[config.mk]
export PLATFORM = sky130hd
export DESIGN_NAME = fail_signature_match_scorer_flat
export DESIGN_NICKNAME = d
export VERILOG_FILES = /design/src/fsms_pkg.sv /design/src/fsms_if.sv /design/src/fsms_counters.sv /design/src/fail_signature_match_scorer.sv /design/src/flat_wrapper.sv
export SDC_FILE = /design/constraint.sdc
export NUM_CORES = 2
export LEC_CHECK = 0
export BUFFER_PORTS_ARGS = -buffer_cell sky130_fd_sc_hd__buf_4
export CAP_MARGIN = 20
export CORE_MARGIN = 3
export CORE_UTILIZATION = 60
export CTS_BUF_LIST = sky130_fd_sc_hd__clkbuf_16
export DETAILED_ROUTE_END_ITERATION = 12
export PLACE_DENSITY = 0.79
export SLEW_MARGIN = 20
export SYNTH_ARGS = -nofsm -noshare
export SYNTH_HDL_FRONTEND = slang
export SYNTH_SLANG_ARGS = --single-unit
[constraint.sdc]
create_clock -name clock -period 37.7 [get_ports clock]
set_clock_uncertainty 0.15 [all_clocks]
set_input_delay 7.54 -clock clock [delete_from_list [all_inputs] [get_ports clock]]
set_output_delay 7.54 -clock clock [all_outputs]
set_load 0.03 [all_outputs]
[src/fsms_pkg.sv]
// shared types, constants and helpers of the fail signature match scorer
package fsms_pkg;

   localparam int unsigned DATA_BITS     = 64;
   localparam int unsigned DEF_WORD_BITS = 64;
   localparam int unsigned CNT_BITS      = 20;
   localparam int unsigned NUM_CNT       = 9;
   localparam int unsigned PCNT_BITS     = $clog2(DATA_BITS + 1);
   localparam logic [CNT_BITS-1:0] CNT_MAX = {CNT_BITS{1'b1}};

   // counter order follows the totals fields of a result
   localparam int unsigned CNT_SLAT_FF   = 0;
   localparam int unsigned CNT_SLAT_SIM  = 1;
   localparam int unsigned CNT_SLAT_OBS  = 2;
   localparam int unsigned CNT_SPLAT_FF  = 3;
   localparam int unsigned CNT_SPLAT_SIM = 4;
   localparam int unsigned CNT_SPLAT_OBS = 5;
   localparam int unsigned CNT_BIT_FF    = 6;
   localparam int unsigned CNT_BIT_SIM   = 7;
   localparam int unsigned CNT_BIT_OBS   = 8;

   typedef logic [DATA_BITS-1:0] data_type;
   typedef logic [CNT_BITS-1:0]  cnt_type;
   typedef cnt_type [NUM_CNT-1:0] cnt_vec_type;

   typedef enum logic [1:0] {
      KIND_SIG,
      KIND_SLAT,
      KIND_SPLAT,
      KIND_TOTALS
   } kind_type;

   typedef struct packed {
      logic               clear;
      logic [NUM_CNT-1:0] add_en;
   } cnt_upd_type;

   function automatic logic [PCNT_BITS-1:0] popcount(input data_type v);
      logic [PCNT_BITS-1:0] n;
      n = '0;
      for (int i = 0; i < DATA_BITS; i++) begin
         n = n + PCNT_BITS'(v[i]);
      end
      return n;
   endfunction

endpackage

[src/fsms_if.sv]
// item channels of the scorer: request and response interfaces
interface fsms_req_if;
   logic                 valid;
   logic                 ready;
   fsms_pkg::data_type   good_word;
   fsms_pkg::data_type   faulty_word;
   fsms_pkg::data_type   observed_word;
   fsms_pkg::data_type   observed_any;
   fsms_pkg::data_type   valid_mask;
   logic                 last_output;
   logic                 last_chunk;

   modport source (
      output valid, good_word, faulty_word, observed_word, observed_any, valid_mask,
             last_output, last_chunk,
      input  ready
   );
   modport sink (
      input  valid, good_word, faulty_word, observed_word, observed_any, valid_mask,
             last_output, last_chunk,
      output ready
   );
endinterface

interface fsms_rsp_if;
   logic                 valid;
   logic                 ready;
   logic [1:0]           kind;
   fsms_pkg::data_type   word;
   fsms_pkg::cnt_type    slat_fail_fail;
   fsms_pkg::cnt_type    slat_sim_only;
   fsms_pkg::cnt_type    slat_obs_only;
   fsms_pkg::cnt_type    splat_fail_fail;
   fsms_pkg::cnt_type    splat_sim_only;
   fsms_pkg::cnt_type    splat_obs_only;
   fsms_pkg::cnt_type    bit_fail_fail;
   fsms_pkg::cnt_type    bit_sim_only;
   fsms_pkg::cnt_type    bit_obs_only;
   logic                 last_result;

   modport source (
      output valid, kind, word, slat_fail_fail, slat_sim_only, slat_obs_only,
             splat_fail_fail, splat_sim_only, splat_obs_only,
             bit_fail_fail, bit_sim_only, bit_obs_only, last_result,
      input  ready
   );
   modport sink (
      input  valid, kind, word, slat_fail_fail, slat_sim_only, slat_obs_only,
             splat_fail_fail, splat_sim_only, splat_obs_only,
             bit_fail_fail, bit_sim_only, bit_obs_only, last_result,
      output ready
   );
endinterface

[src/fsms_counters.sv]
// bank of nine saturating total counters with clear and per-counter add
module fsms_counters (
   input  logic                  clock,
   input  logic                  reset,
   input  fsms_pkg::cnt_upd_type upd,
   input  fsms_pkg::cnt_vec_type amount,
   output fsms_pkg::cnt_vec_type total
);

   fsms_pkg::cnt_vec_type cnt_ff;
   fsms_pkg::cnt_vec_type cnt_in;

   always_comb begin
      logic [fsms_pkg::CNT_BITS:0] sum;
      fsms_pkg::cnt_type           base;
      sum  = '0;
      base = '0;
      for (int i = 0; i < fsms_pkg::NUM_CNT; i++) begin
         // a clear and a new add in the same cycle start from zero
         base = upd.clear ? '0 : cnt_ff[i];
         sum  = {1'b0, base} + {1'b0, amount[i]};
         if (upd.add_en[i]) begin
            cnt_in[i] = (sum > {1'b0, fsms_pkg::CNT_MAX}) ? fsms_pkg::CNT_MAX
                                                           : sum[fsms_pkg::CNT_BITS-1:0];
         end else begin
            cnt_in[i] = base;
         end
      end
   end

   always_ff @(posedge clock) begin
      if (reset) begin
         cnt_ff <= '0;
      end else begin
         cnt_ff <= cnt_in;
      end
   end

   assign total = cnt_ff;

endmodule

[src/fail_signature_match_scorer.sv]
// top level of the fail signature match scorer
//
// req_bus takes one item per output and pattern chunk: good and faulty
// simulated words, the observed fail word, the chunk's any-fail word, the
// valid-pattern mask and the last-output and last-chunk marks. rsp_bus
// returns the results, one per cycle unless stalled, last_result set on the final one.
// Every item gives its fail signature (kind 0). An item with last_output
// also gives the slat and splat masks (kinds 1 and 2); with last_chunk as
// well it gives the nine totals (kind 3) and the counters clear.
// The first result is offered once its item has passed the input register,
// scoring stage and result register. Items with no chunk end go through
// at one per cycle while rsp_bus is not stalled; a chunk end holds the
// scoring stage until it has handed out its three results, or four when
// it ends the candidate, one result per cycle unless stalled.
// A stalled rsp_bus holds its result; the scoring stage and the input
// register still fill, and req_bus drops ready once both are full.
// Reset empties all stages, sets the match masks to all ones and clears
// the any-fail word and every counter.
module fail_signature_match_scorer #(
   parameter int unsigned WORD_BITS = fsms_pkg::DEF_WORD_BITS
) (
   input logic        clock,
   input logic        reset,
   fsms_req_if.sink   req_bus,
   fsms_rsp_if.source rsp_bus
);

   typedef logic [WORD_BITS-1:0] wrd_type;

   // input register
   logic    s1_valid_ff, s1_valid_in;
   wrd_type s1_good_ff, s1_faulty_ff, s1_obs_ff, s1_obs_any_ff, s1_vmask_ff;
   logic    s1_last_out_ff, s1_last_chk_ff;

   // chunk accumulators
   wrd_type exact_acc_ff, exact_acc_in;
   wrd_type subset_acc_ff, subset_acc_in;
   wrd_type sim_any_acc_ff, sim_any_acc_in;

   // scoring stage
   logic               s2_valid_ff, s2_valid_in;
   logic               s2_pend_ff, s2_pend_in;
   fsms_pkg::kind_type s2_kind_ff, s2_kind_in;
   wrd_type            s2_sim_ff, s2_slat_ff, s2_splat_ff;
   wrd_type            s2_sim_any_ff, s2_obs_any_ff, s2_vmask_ff;
   logic               s2_last_out_ff, s2_last_chk_ff;

   // result register
   logic               rsp_valid_ff, rsp_valid_in;
   fsms_pkg::kind_type rsp_kind_ff, rsp_kind_in;
   fsms_pkg::data_type rsp_word_ff, rsp_word_in;
   fsms_pkg::cnt_vec_type rsp_cnt_ff, rsp_cnt_in;
   logic               rsp_last_ff, rsp_last_in;

   logic    req_accept, s1_move, out_free, out_load, s2_final, s2_done, s2_take;
   wrd_type sim, exact_new, subset_new, sim_any_new, slat_new, splat_new;

   fsms_pkg::cnt_upd_type cnt_upd;
   fsms_pkg::cnt_vec_type cnt_amount;
   fsms_pkg::cnt_vec_type cnt_total;

   // handshake and stage movement
   assign out_free      = !rsp_valid_ff || rsp_bus.ready;
   assign out_load      = s2_valid_ff && out_free;
   assign s2_done       = out_load && s2_final;
   assign s2_take       = !s2_valid_ff || s2_done;
   assign s1_move       = s1_valid_ff && s2_take;
   assign req_bus.ready = !s1_valid_ff || s2_take;
   assign req_accept    = req_bus.valid && req_bus.ready;

   assign s1_valid_in = req_accept ? 1'b1 : (s1_move ? 1'b0 : s1_valid_ff);
   assign s2_valid_in = s1_move ? 1'b1 : (s2_done ? 1'b0 : s2_valid_ff);
   // chunk counts go in during the first cycle a chunk end sits in the stage
   assign s2_pend_in  = s1_move && s1_last_out_ff;

   // scoring of the item in the input register
   always_comb begin
      sim         = (s1_good_ff ^ s1_faulty_ff) & s1_vmask_ff;
      exact_new   = exact_acc_ff & ~(sim ^ s1_obs_ff);
      subset_new  = subset_acc_ff & ~(sim & ~s1_obs_ff);
      sim_any_new = sim_any_acc_ff | sim;
      slat_new    = exact_new & s1_vmask_ff & s1_obs_any_ff & sim_any_new;
      splat_new   = subset_new & s1_vmask_ff & s1_obs_any_ff & sim_any_new;
      if (s1_move && s1_last_out_ff) begin
         exact_acc_in   = '1;
         subset_acc_in  = '1;
         sim_any_acc_in = '0;
      end else if (s1_move) begin
         exact_acc_in   = exact_new;
         subset_acc_in  = subset_new;
         sim_any_acc_in = sim_any_new;
      end else begin
         exact_acc_in   = exact_acc_ff;
         subset_acc_in  = subset_acc_ff;
         sim_any_acc_in = sim_any_acc_ff;
      end
   end

   // counter updates
   always_comb begin
      cnt_upd.clear  = out_load && (s2_kind_ff == fsms_pkg::KIND_TOTALS);
      cnt_upd.add_en = '0;
      cnt_upd.add_en[fsms_pkg::CNT_BIT_FF]    = s1_move;
      cnt_upd.add_en[fsms_pkg::CNT_BIT_SIM]   = s1_move;
      cnt_upd.add_en[fsms_pkg::CNT_BIT_OBS]   = s1_move;
      cnt_upd.add_en[fsms_pkg::CNT_SLAT_FF]   = s2_pend_ff;
      cnt_upd.add_en[fsms_pkg::CNT_SLAT_SIM]  = s2_pend_ff;
      cnt_upd.add_en[fsms_pkg::CNT_SLAT_OBS]  = s2_pend_ff;
      cnt_upd.add_en[fsms_pkg::CNT_SPLAT_FF]  = s2_pend_ff;
      cnt_upd.add_en[fsms_pkg::CNT_SPLAT_SIM] = s2_pend_ff;
      cnt_upd.add_en[fsms_pkg::CNT_SPLAT_OBS] = s2_pend_ff;

      cnt_amount = '0;
      cnt_amount[fsms_pkg::CNT_BIT_FF] = fsms_pkg::cnt_type'(
         fsms_pkg::popcount(fsms_pkg::data_type'(sim & s1_obs_ff)));
      cnt_amount[fsms_pkg::CNT_BIT_SIM] = fsms_pkg::cnt_type'(
         fsms_pkg::popcount(fsms_pkg::data_type'(sim & ~s1_obs_ff)));
      cnt_amount[fsms_pkg::CNT_BIT_OBS] = fsms_pkg::cnt_type'(
         fsms_pkg::popcount(fsms_pkg::data_type'(~sim & s1_obs_ff)));
      cnt_amount[fsms_pkg::CNT_SLAT_FF] = fsms_pkg::cnt_type'(
         fsms_pkg::popcount(fsms_pkg::data_type'(s2_slat_ff)));
      cnt_amount[fsms_pkg::CNT_SLAT_SIM] = fsms_pkg::cnt_type'(
         fsms_pkg::popcount(fsms_pkg::data_type'(s2_sim_any_ff & ~s2_slat_ff & s2_vmask_ff)));
      cnt_amount[fsms_pkg::CNT_SLAT_OBS] = fsms_pkg::cnt_type'(
         fsms_pkg::popcount(fsms_pkg::data_type'(s2_obs_any_ff & ~s2_slat_ff & s2_vmask_ff)));
      cnt_amount[fsms_pkg::CNT_SPLAT_FF] = fsms_pkg::cnt_type'(
         fsms_pkg::popcount(fsms_pkg::data_type'(s2_splat_ff)));
      cnt_amount[fsms_pkg::CNT_SPLAT_SIM] = fsms_pkg::cnt_type'(
         fsms_pkg::popcount(fsms_pkg::data_type'(s2_sim_any_ff & ~s2_splat_ff & s2_vmask_ff)));
      cnt_amount[fsms_pkg::CNT_SPLAT_OBS] = fsms_pkg::cnt_type'(
         fsms_pkg::popcount(fsms_pkg::data_type'(s2_obs_any_ff & ~s2_splat_ff & s2_vmask_ff)));
   end

   fsms_counters u_counters (
      .clock  (clock),
      .reset  (reset),
      .upd    (cnt_upd),
      .amount (cnt_amount),
      .total  (cnt_total)
   );

   // result sequencer: next state
   always_comb begin
      s2_kind_in = s2_kind_ff;
      if (s1_move) begin
         s2_kind_in = fsms_pkg::KIND_SIG;
      end else if (out_load && !s2_final) begin
         unique case (s2_kind_ff)
            fsms_pkg::KIND_SIG:    s2_kind_in = fsms_pkg::KIND_SLAT;
            fsms_pkg::KIND_SLAT:   s2_kind_in = fsms_pkg::KIND_SPLAT;
            fsms_pkg::KIND_SPLAT:  s2_kind_in = fsms_pkg::KIND_TOTALS;
            fsms_pkg::KIND_TOTALS: s2_kind_in = fsms_pkg::KIND_TOTALS;
            default:               s2_kind_in = fsms_pkg::KIND_SIG;
         endcase
      end
   end

   // result sequencer: outputs
   always_comb begin
      s2_final    = 1'b0;
      rsp_word_in = '0;
      rsp_cnt_in  = '0;
      unique case (s2_kind_ff)
         fsms_pkg::KIND_SIG: begin
            s2_final    = !s2_last_out_ff;
            rsp_word_in = fsms_pkg::data_type'(s2_sim_ff);
         end
         fsms_pkg::KIND_SLAT: begin
            rsp_word_in = fsms_pkg::data_type'(s2_slat_ff);
         end
         fsms_pkg::KIND_SPLAT: begin
            s2_final    = !s2_last_chk_ff;
            rsp_word_in = fsms_pkg::data_type'(s2_splat_ff);
         end
         fsms_pkg::KIND_TOTALS: begin
            s2_final   = 1'b1;
            rsp_cnt_in = cnt_total;
         end
         default: begin
            s2_final = 1'b1;
         end
      endcase
      rsp_kind_in = s2_kind_ff;
      rsp_last_in = s2_final;
   end

   assign rsp_valid_in = out_load ? 1'b1 : (rsp_bus.ready ? 1'b0 : rsp_valid_ff);

   always_ff @(posedge clock) begin
      if (reset) begin
         s1_valid_ff    <= 1'b0;
         s2_valid_ff    <= 1'b0;
         s2_pend_ff     <= 1'b0;
         s2_kind_ff     <= fsms_pkg::KIND_SIG;
         rsp_valid_ff   <= 1'b0;
         exact_acc_ff   <= '1;
         subset_acc_ff  <= '1;
         sim_any_acc_ff <= '0;
      end else begin
         s1_valid_ff    <= s1_valid_in;
         s2_valid_ff    <= s2_valid_in;
         s2_pend_ff     <= s2_pend_in;
         s2_kind_ff     <= s2_kind_in;
         rsp_valid_ff   <= rsp_valid_in;
         exact_acc_ff   <= exact_acc_in;
         subset_acc_ff  <= subset_acc_in;
         sim_any_acc_ff <= sim_any_acc_in;
      end
   end

   always_ff @(posedge clock) begin
      if (req_accept) begin
         s1_good_ff     <= req_bus.good_word[WORD_BITS-1:0];
         s1_faulty_ff   <= req_bus.faulty_word[WORD_BITS-1:0];
         s1_obs_ff      <= req_bus.observed_word[WORD_BITS-1:0];
         s1_obs_any_ff  <= req_bus.observed_any[WORD_BITS-1:0];
         s1_vmask_ff    <= req_bus.valid_mask[WORD_BITS-1:0];
         s1_last_out_ff <= req_bus.last_output;
         s1_last_chk_ff <= req_bus.last_chunk;
      end
      if (s1_move) begin
         s2_sim_ff      <= sim;
         s2_slat_ff     <= slat_new;
         s2_splat_ff    <= splat_new;
         s2_sim_any_ff  <= sim_any_new;
         s2_obs_any_ff  <= s1_obs_any_ff;
         s2_vmask_ff    <= s1_vmask_ff;
         s2_last_out_ff <= s1_last_out_ff;
         s2_last_chk_ff <= s1_last_chk_ff;
      end
      if (out_load) begin
         rsp_kind_ff <= rsp_kind_in;
         rsp_word_ff <= rsp_word_in;
         rsp_cnt_ff  <= rsp_cnt_in;
         rsp_last_ff <= rsp_last_in;
      end
   end

   assign rsp_bus.valid           = rsp_valid_ff;
   assign rsp_bus.kind            = rsp_kind_ff;
   assign rsp_bus.word            = rsp_word_ff;
   assign rsp_bus.slat_fail_fail  = rsp_cnt_ff[fsms_pkg::CNT_SLAT_FF];
   assign rsp_bus.slat_sim_only   = rsp_cnt_ff[fsms_pkg::CNT_SLAT_SIM];
   assign rsp_bus.slat_obs_only   = rsp_cnt_ff[fsms_pkg::CNT_SLAT_OBS];
   assign rsp_bus.splat_fail_fail = rsp_cnt_ff[fsms_pkg::CNT_SPLAT_FF];
   assign rsp_bus.splat_sim_only  = rsp_cnt_ff[fsms_pkg::CNT_SPLAT_SIM];
   assign rsp_bus.splat_obs_only  = rsp_cnt_ff[fsms_pkg::CNT_SPLAT_OBS];
   assign rsp_bus.bit_fail_fail   = rsp_cnt_ff[fsms_pkg::CNT_BIT_FF];
   assign rsp_bus.bit_sim_only    = rsp_cnt_ff[fsms_pkg::CNT_BIT_SIM];
   assign rsp_bus.bit_obs_only    = rsp_cnt_ff[fsms_pkg::CNT_BIT_OBS];
   assign rsp_bus.last_result     = rsp_last_ff;

   // chunk counts land before a chunk-end item can leave the stage
   a_pend_not_done: assert property (@(posedge clock) disable iff (reset)
      s2_pend_ff |-> !s2_done)
      else $error("chunk counts pending while scoring stage completes");

   // totals are never read while chunk counts are still being added
   a_totals_settled: assert property (@(posedge clock) disable iff (reset)
      (out_load && s2_kind_ff == fsms_pkg::KIND_TOTALS) |-> !s2_pend_ff)
      else $error("totals emitted before chunk counts were added");

   // only a totals result carries counter values
   a_cnt_only_totals: assert property (@(posedge clock) disable iff (reset)
      (rsp_valid_ff && rsp_kind_ff != fsms_pkg::KIND_TOTALS) |-> (rsp_cnt_ff == '0))
      else $error("non-totals result carries counter values");

   // the totals result always closes the item
   a_totals_last: assert property (@(posedge clock) disable iff (reset)
      (rsp_valid_ff && rsp_kind_ff == fsms_pkg::KIND_TOTALS) |-> rsp_last_ff)
      else $error("totals result without last mark");

endmodule

[src/flat_wrapper.sv]
// flat-port wrapper written by rule: the top's interface ports become plain ports
module fail_signature_match_scorer_flat 
#(
   parameter int unsigned WORD_BITS = fsms_pkg::DEF_WORD_BITS
)
  (clock, reset, req_bus_valid, req_bus_good_word, req_bus_faulty_word, req_bus_observed_word, req_bus_observed_any, req_bus_valid_mask, req_bus_last_output, req_bus_last_chunk, req_bus_ready, rsp_bus_valid, rsp_bus_kind, rsp_bus_word, rsp_bus_slat_fail_fail, rsp_bus_slat_sim_only, rsp_bus_slat_obs_only, rsp_bus_splat_fail_fail, rsp_bus_splat_sim_only, rsp_bus_splat_obs_only, rsp_bus_bit_fail_fail, rsp_bus_bit_sim_only, rsp_bus_bit_obs_only, rsp_bus_last_result, rsp_bus_ready);
  fsms_req_if req_bus_i ();
  fsms_rsp_if rsp_bus_i ();
  input logic clock;
  input logic reset;
  input wire logic [$bits(req_bus_i.valid)-1:0] req_bus_valid;
  input wire logic [$bits(req_bus_i.good_word)-1:0] req_bus_good_word;
  input wire logic [$bits(req_bus_i.faulty_word)-1:0] req_bus_faulty_word;
  input wire logic [$bits(req_bus_i.observed_word)-1:0] req_bus_observed_word;
  input wire logic [$bits(req_bus_i.observed_any)-1:0] req_bus_observed_any;
  input wire logic [$bits(req_bus_i.valid_mask)-1:0] req_bus_valid_mask;
  input wire logic [$bits(req_bus_i.last_output)-1:0] req_bus_last_output;
  input wire logic [$bits(req_bus_i.last_chunk)-1:0] req_bus_last_chunk;
  output wire logic [$bits(req_bus_i.ready)-1:0] req_bus_ready;
  output wire logic [$bits(rsp_bus_i.valid)-1:0] rsp_bus_valid;
  output wire logic [$bits(rsp_bus_i.kind)-1:0] rsp_bus_kind;
  output wire logic [$bits(rsp_bus_i.word)-1:0] rsp_bus_word;
  output wire logic [$bits(rsp_bus_i.slat_fail_fail)-1:0] rsp_bus_slat_fail_fail;
  output wire logic [$bits(rsp_bus_i.slat_sim_only)-1:0] rsp_bus_slat_sim_only;
  output wire logic [$bits(rsp_bus_i.slat_obs_only)-1:0] rsp_bus_slat_obs_only;
  output wire logic [$bits(rsp_bus_i.splat_fail_fail)-1:0] rsp_bus_splat_fail_fail;
  output wire logic [$bits(rsp_bus_i.splat_sim_only)-1:0] rsp_bus_splat_sim_only;
  output wire logic [$bits(rsp_bus_i.splat_obs_only)-1:0] rsp_bus_splat_obs_only;
  output wire logic [$bits(rsp_bus_i.bit_fail_fail)-1:0] rsp_bus_bit_fail_fail;
  output wire logic [$bits(rsp_bus_i.bit_sim_only)-1:0] rsp_bus_bit_sim_only;
  output wire logic [$bits(rsp_bus_i.bit_obs_only)-1:0] rsp_bus_bit_obs_only;
  output wire logic [$bits(rsp_bus_i.last_result)-1:0] rsp_bus_last_result;
  input wire logic [$bits(rsp_bus_i.ready)-1:0] rsp_bus_ready;
  assign req_bus_i.valid = req_bus_valid;
  assign req_bus_i.good_word = req_bus_good_word;
  assign req_bus_i.faulty_word = req_bus_faulty_word;
  assign req_bus_i.observed_word = req_bus_observed_word;
  assign req_bus_i.observed_any = req_bus_observed_any;
  assign req_bus_i.valid_mask = req_bus_valid_mask;
  assign req_bus_i.last_output = req_bus_last_output;
  assign req_bus_i.last_chunk = req_bus_last_chunk;
  assign req_bus_ready = req_bus_i.ready;
  assign rsp_bus_valid = rsp_bus_i.valid;
  assign rsp_bus_kind = rsp_bus_i.kind;
  assign rsp_bus_word = rsp_bus_i.word;
  assign rsp_bus_slat_fail_fail = rsp_bus_i.slat_fail_fail;
  assign rsp_bus_slat_sim_only = rsp_bus_i.slat_sim_only;
  assign rsp_bus_slat_obs_only = rsp_bus_i.slat_obs_only;
  assign rsp_bus_splat_fail_fail = rsp_bus_i.splat_fail_fail;
  assign rsp_bus_splat_sim_only = rsp_bus_i.splat_sim_only;
  assign rsp_bus_splat_obs_only = rsp_bus_i.splat_obs_only;
  assign rsp_bus_bit_fail_fail = rsp_bus_i.bit_fail_fail;
  assign rsp_bus_bit_sim_only = rsp_bus_i.bit_sim_only;
  assign rsp_bus_bit_obs_only = rsp_bus_i.bit_obs_only;
  assign rsp_bus_last_result = rsp_bus_i.last_result;
  assign rsp_bus_i.ready = rsp_bus_ready;
  fail_signature_match_scorer #(.WORD_BITS(WORD_BITS)) u_core (.clock(clock), .reset(reset), .req_bus(req_bus_i), .rsp_bus(rsp_bus_i));
endmodule
After elaboration in Yosys (flattened, before gate mapping) --
Index checks and enable logic that the tools add are counted.
Word-level totals: latch bits 0, input port bits 326, output and inout bits 249, ROM bits 0, memories 0, register bits after elaboration 1333, bits in writable memories 0, logic and storage cells 720
Cells by class: reduce and logical (&&, ||, !) cells 23, equal/unequal tests 3, bitwise gates (word level) 29, div/mod/pow operators 0, shifts and indexed selects 0, magnitude comparators 9, multiplexer cells 36, add/sub/neg operators 576, multiply operators 0
Operators by type and width (count):
- adder 7 x 1 -> 7 bit | 558
- bitwise AND 64 bit | 20
- two-way mux 20 bit | 27
- inverter 64 bit | 6
- case mux 64 bit (3 select lines) | 1
- adder 20 x 7 -> 21 bit | 9
- greater-than comparator 21 x 20 -> 1 bit, second input constant | 9
- bitwise XOR 64 bit | 2
- OR 64 bit | 1
- adder 1 x 1 -> 2 bit | 9
- logical AND 1 bit | 7
- logical NOT 1 bit | 6
- two-way mux 1 bit | 6
- case mux 2 bit (3 select lines) | 1
- nonzero test 2 bit | 3
- OR reduction 2 bit | 3
- equality test 2 bit, second input constant | 2
- logical OR 1 bit | 3
- case mux 1 bit (3 select lines) | 1
- equality test 2 x 1 -> 1 bit, second input constant | 1
- logical NOT 2 bit | 1

Longest topological paths before layout --
depth after elaboration 71, depth in mapped cells 34, depth with buffers taken out 33

Modules after synthesis --
From an unflattened synthesis, not the netlist that was laid out.
Second synthesis, totals: cell total of the unflattened synthesis 6555, area total of the unflattened synthesis 75616.3 µm²
Modules (own cells, without submodules):
- fail_signature_match_scorer | instances 1, area an instance 60040.1 µm², cells an instance 4632
- fsms_counters | instances 1, area an instance 15576.2 µm², cells an instance 1923

Worst setup path after synthesis --
No wires, ideal clock.
path type input -> register, from in rsp_bus_ready, to reg u_core.s2_last_chk_ff, enable pin, stages on the path 6, library setup time 0.900 ns, required time 36.650 ns, path slack 17.804 ns, data arrival time 18.846 ns, path buffers 2, path through nor2b_1 o21ai_1 nand2_1 inv_2 buf_2 buf_1
On the way: word-level cells in the longest chain between the ends 5
Ends and longest elaborated chain:
- from (decl) | RTL line flat_wrapper.sv:33 | input wire logic [$bits(rsp_bus_i.ready)-1:0] rsp_bus_ready;
- logical OR 1 bit | RTL line fail_signature_match_scorer.sv:63 | assign out_free = !rsp_valid_ff || rsp_bus.ready;
- logical AND 1 bit | RTL line fail_signature_match_scorer.sv:64 | assign out_load = s2_valid_ff && out_free;
- logical AND 1 bit | RTL line fail_signature_match_scorer.sv:65 | assign s2_done = out_load && s2_final;
- logical OR 1 bit | RTL line fail_signature_match_scorer.sv:66 | assign s2_take = !s2_valid_ff || s2_done;
- logical AND 1 bit | RTL line fail_signature_match_scorer.sv:67 | assign s1_move = s1_valid_ff && s2_take;
- named net u_core.s1_move | RTL line fail_signature_match_scorer.sv:55 | logic req_accept, s1_move, out_free, out_load, s2_final, s2_done, s2_take;
- to (signal assigned) | RTL line fail_signature_match_scorer.sv:229 | s2_last_chk_ff <= s1_last_chk_ff;
- to (decl) | RTL line fail_signature_match_scorer.sv:46 | logic s2_last_out_ff, s2_last_chk_ff;
The timed path passes the listed nets, and every way through them passes these cells. A chain may end at the register's enable or synchronous reset.

Final worst setup path --
from in rsp_bus_ready, to out req_bus_ready
On the way: word-level cells in the longest chain between the ends 5
Ends and longest elaborated chain:
- logical OR 1 bit | RTL line fail_signature_match_scorer.sv:63
- logical AND 1 bit | RTL line fail_signature_match_scorer.sv:64
- logical AND 1 bit | RTL line fail_signature_match_scorer.sv:65
- logical OR 1 bit | RTL line fail_signature_match_scorer.sv:66
- logical OR 1 bit | RTL line fail_signature_match_scorer.sv:68 | assign req_bus.ready = !s1_valid_ff || s2_take;
- to (decl) | RTL line flat_wrapper.sv:19 | output wire logic [$bits(req_bus_i.ready)-1:0] req_bus_ready;
No other way between the ends.

==> results.yml <==
status:
  status: "completed"
placement:
  finalWeightedCongestion: 0.940
  dp_slack_ns: 21.40
  post-dp-hpwl_um: 137000
  port_buffers: 574
  post-place-cells: 7866
  place_area_mm2: 0.0761
timing:
  maxSlewHeadroom: 0.266
  setup_tns_ns: 0
  fin_crit_ns: 16.35
  max_freq_mhz: 61.2
  fin_ws_ns: 21.35
  final.period_utilization: 0.434
  tightest_slew_ns: 1.10
  rsz0062_at_grt: "no"
  drv_slew: 0
  setup_violations: 0
  hold_violations: 0
synth:
  muxShareOfSynthArea: 0.0107
  yosysMostFrequentCell: "edfxtp_1"
  synth_xor_area_frac: 0.0245
  synth-edff-count: 955
  synth_area_mm2: 0.0703
  synth_common_cells: "edfxtp_1, inv_1, nand2_1"
  synthCells: 5918
  synthSimpleGateAreaFrac: 0.126
  synth_fa_ha_area_frac: 0.212
  synth_seq_cells: 1333
  synthArstFlopShare: 0
  syn_area_per_cell_um2: 11.9
  synth_area_leaders: "edfxtp_1, fa_1, dfxtp_1"
  ys.flop_type: "edfxtp_1"
  synth.top_cell.area_share: 0.408
  synth_warnings: 0
  ys_types: 70
  yosysSeqAreaShare: 0.516
  syn_nets: 7138
  synth_top_family_by_area: "adder cells"
  synth_top_area_cell: "edfxtp_1"
  synth-compound-area-share: 0.0556
global_routing:
  track_usage: 0.303
  grt_pass1_wl_um: 275000
  grt_max_degree: 195
  antenna_found_initial: 8
  overflow: 0
  grt_pass1_vias: 46523
pwr:
  power_mw: 8.14
  p_leak_nw: 35.3
  ir_worst_vdd_mv: 0.309
  power.density_mw_per_mm2: 101
clock_tree:
  cts_inserted_buffers: 143
  htreeDepth: 4
  clock-sinks: 1333
  postCtsResizedCells: 0
  ctsRootBufferMaster: "clkbuf_16"
  worstSkewPairLatency_ns: 0.76
  hold_buffers: 0
  cts.reportedPaths.clkPinSlew_ns: 0.06
  cts_buffer_depth: 3
  cts_tree: "yes"
  post-cts-setup-buffers: 0
worst_setup_path:
  cp.arrival_ns: 8.66
  end_kind: "output pin"
  r2r_cells: 27
  worstSetupStartpointType: "input pin"
  crit_type: "input pin to output pin"
  cp.required_ns: 30.01
  crit_path_max_fanout: 6
layout:
  fillers: 7963
  regArea_mm2: 0.0363
  synthToLayoutAreaGrowth_pct: 15.2
  nNetsFinal: 7719
  fin_area_mm2: 0.0809
  largest_register_ffs: 180
  drive_gt1_frac: 0.138
  multiInputGateArea_mm2: 0.0302
  stdcell_count: 8137
floorplan:
  start_util: 0.610
  coreArea_mm2: 0.115
  die_x_um: 348
  rows: 124
  boundaryPins: 575
  die_h_um: 348
  die_area_mm2: 0.121
detailed_routing:
  viasPerCell: 5.64
  vias: 45901
  drcViolationCount: 0
  wire_per_inst_um: 22.6
  drt_pass1_iterations: 7
  first_iter_violations: 4218
  detail-route-antenna-nets: 0
  drt_wl_total_um: 184000
min_path:
  hold_depth: 2
  worst_hold_path_type: "register to register"
job:
  drv_cap: 0
==> routing by layer <==
metal | part of all wire | track usage
met1 | 0.38 | 0.390
met2 | 0.49 | 0.509
met3 | 0.079 | 0.0503
met4 | 0.050 | 0.139
met5 | 0.00015 | 0
==> cell families (layout without fill, tap and decap cells) <==
group / Yosys count / after routing
multiplexers: 75 / 75
flip-flops: 1333 / 1333
AO/OA/AOI/OAI: 671 / 671
buffers and inverters: 1030 / 1734
adder cells (fa/ha/maj): 894 / 894
other: 0 / 3
AND/OR/NAND/NOR: 1718 / 1718
XOR/XNOR: 197 / 197
==> placed cells by master (no fill, tap or decap), types with 22 or more instances in the layout <==
cell type / instances
xor2_1: 132
a21o_1: 33
or2_2: 71
and3_1: 212
xnor2_1: 65
clkinv_1: 22
dfxtp_1: 375
ha_1: 399
a21oi_1: 199
nor3_1: 43
a211oi_1: 34
and3b_1: 33
o21a_1: 35
nor2_1: 293
edfxtp_1: 955
nand4_1: 23
nor3b_1: 70
nand2_1: 504
mux2i_1: 75
clkbuf_16: 149
nand2b_1: 22
nand3b_1: 36
fa_1: 495
o21ai_0: 271
inv_1: 894
clkinv_2: 23
nand3_1: 162
buf_4: 599
and2_1: 123
nor2b_1: 64
==> report_power, final <==
part | total, mW | switching [mW] | internal [mW] | leakage (nW)
sequential | 1.71 | 0.0485 | 1.66 | 12.2
clock | 1.42 | 0.594 | 0.831 | 2.46
combinational | 5.00 | 2.93 | 2.07 | 20.6
total | 8.14 | 3.58 | 4.56 | 35.3
==> stage by stage <==
stage / util / hold slack (ns)
after floorplan: - / 0.250
after global placement: 0.661 / 0.274
after detailed placement: 0.661 / 0.278
after CTS: 0.702 / 0.290
after global routing: 0.702 / 0.312
final: 0.702 / 0.291
==> cell type report <==
cell class,count,share of cell area
antenna,3,0.0000927
clock buffer,149,0.0461
clock inverter,119,0.0132
inverter,864,0.0402
multi-input combinational,3555,0.373
sequential,1333,0.448
tap,1512,0.0234
timing repair buffer,602,0.0562
==> worst paths after layout <==
| path | from | to | slack, ns |
|---|---|---|---|
| max | rsp_bus_ready | req_bus_ready | 21.35 |
| max reg2reg | u_core.s1_faulty_ff[1] | u_core.u_counters.total[167] | 27.79 |
| min reg2reg | u_core.subset_acc_ff[51] | u_core.subset_acc_ff[51] | 0.29 |
| min | u_core.subset_acc_ff[51] | u_core.subset_acc_ff[51] | 0.29 |
==> worst max-delay path, cell delays in order <==
cell,delay [ns]
buf_4,0.11
nor2b_1,0.37
o21a_1,0.30
nand2_1,0.13
buf_4,0.20
No activity file was read; power rests on OpenSTA's default activity.
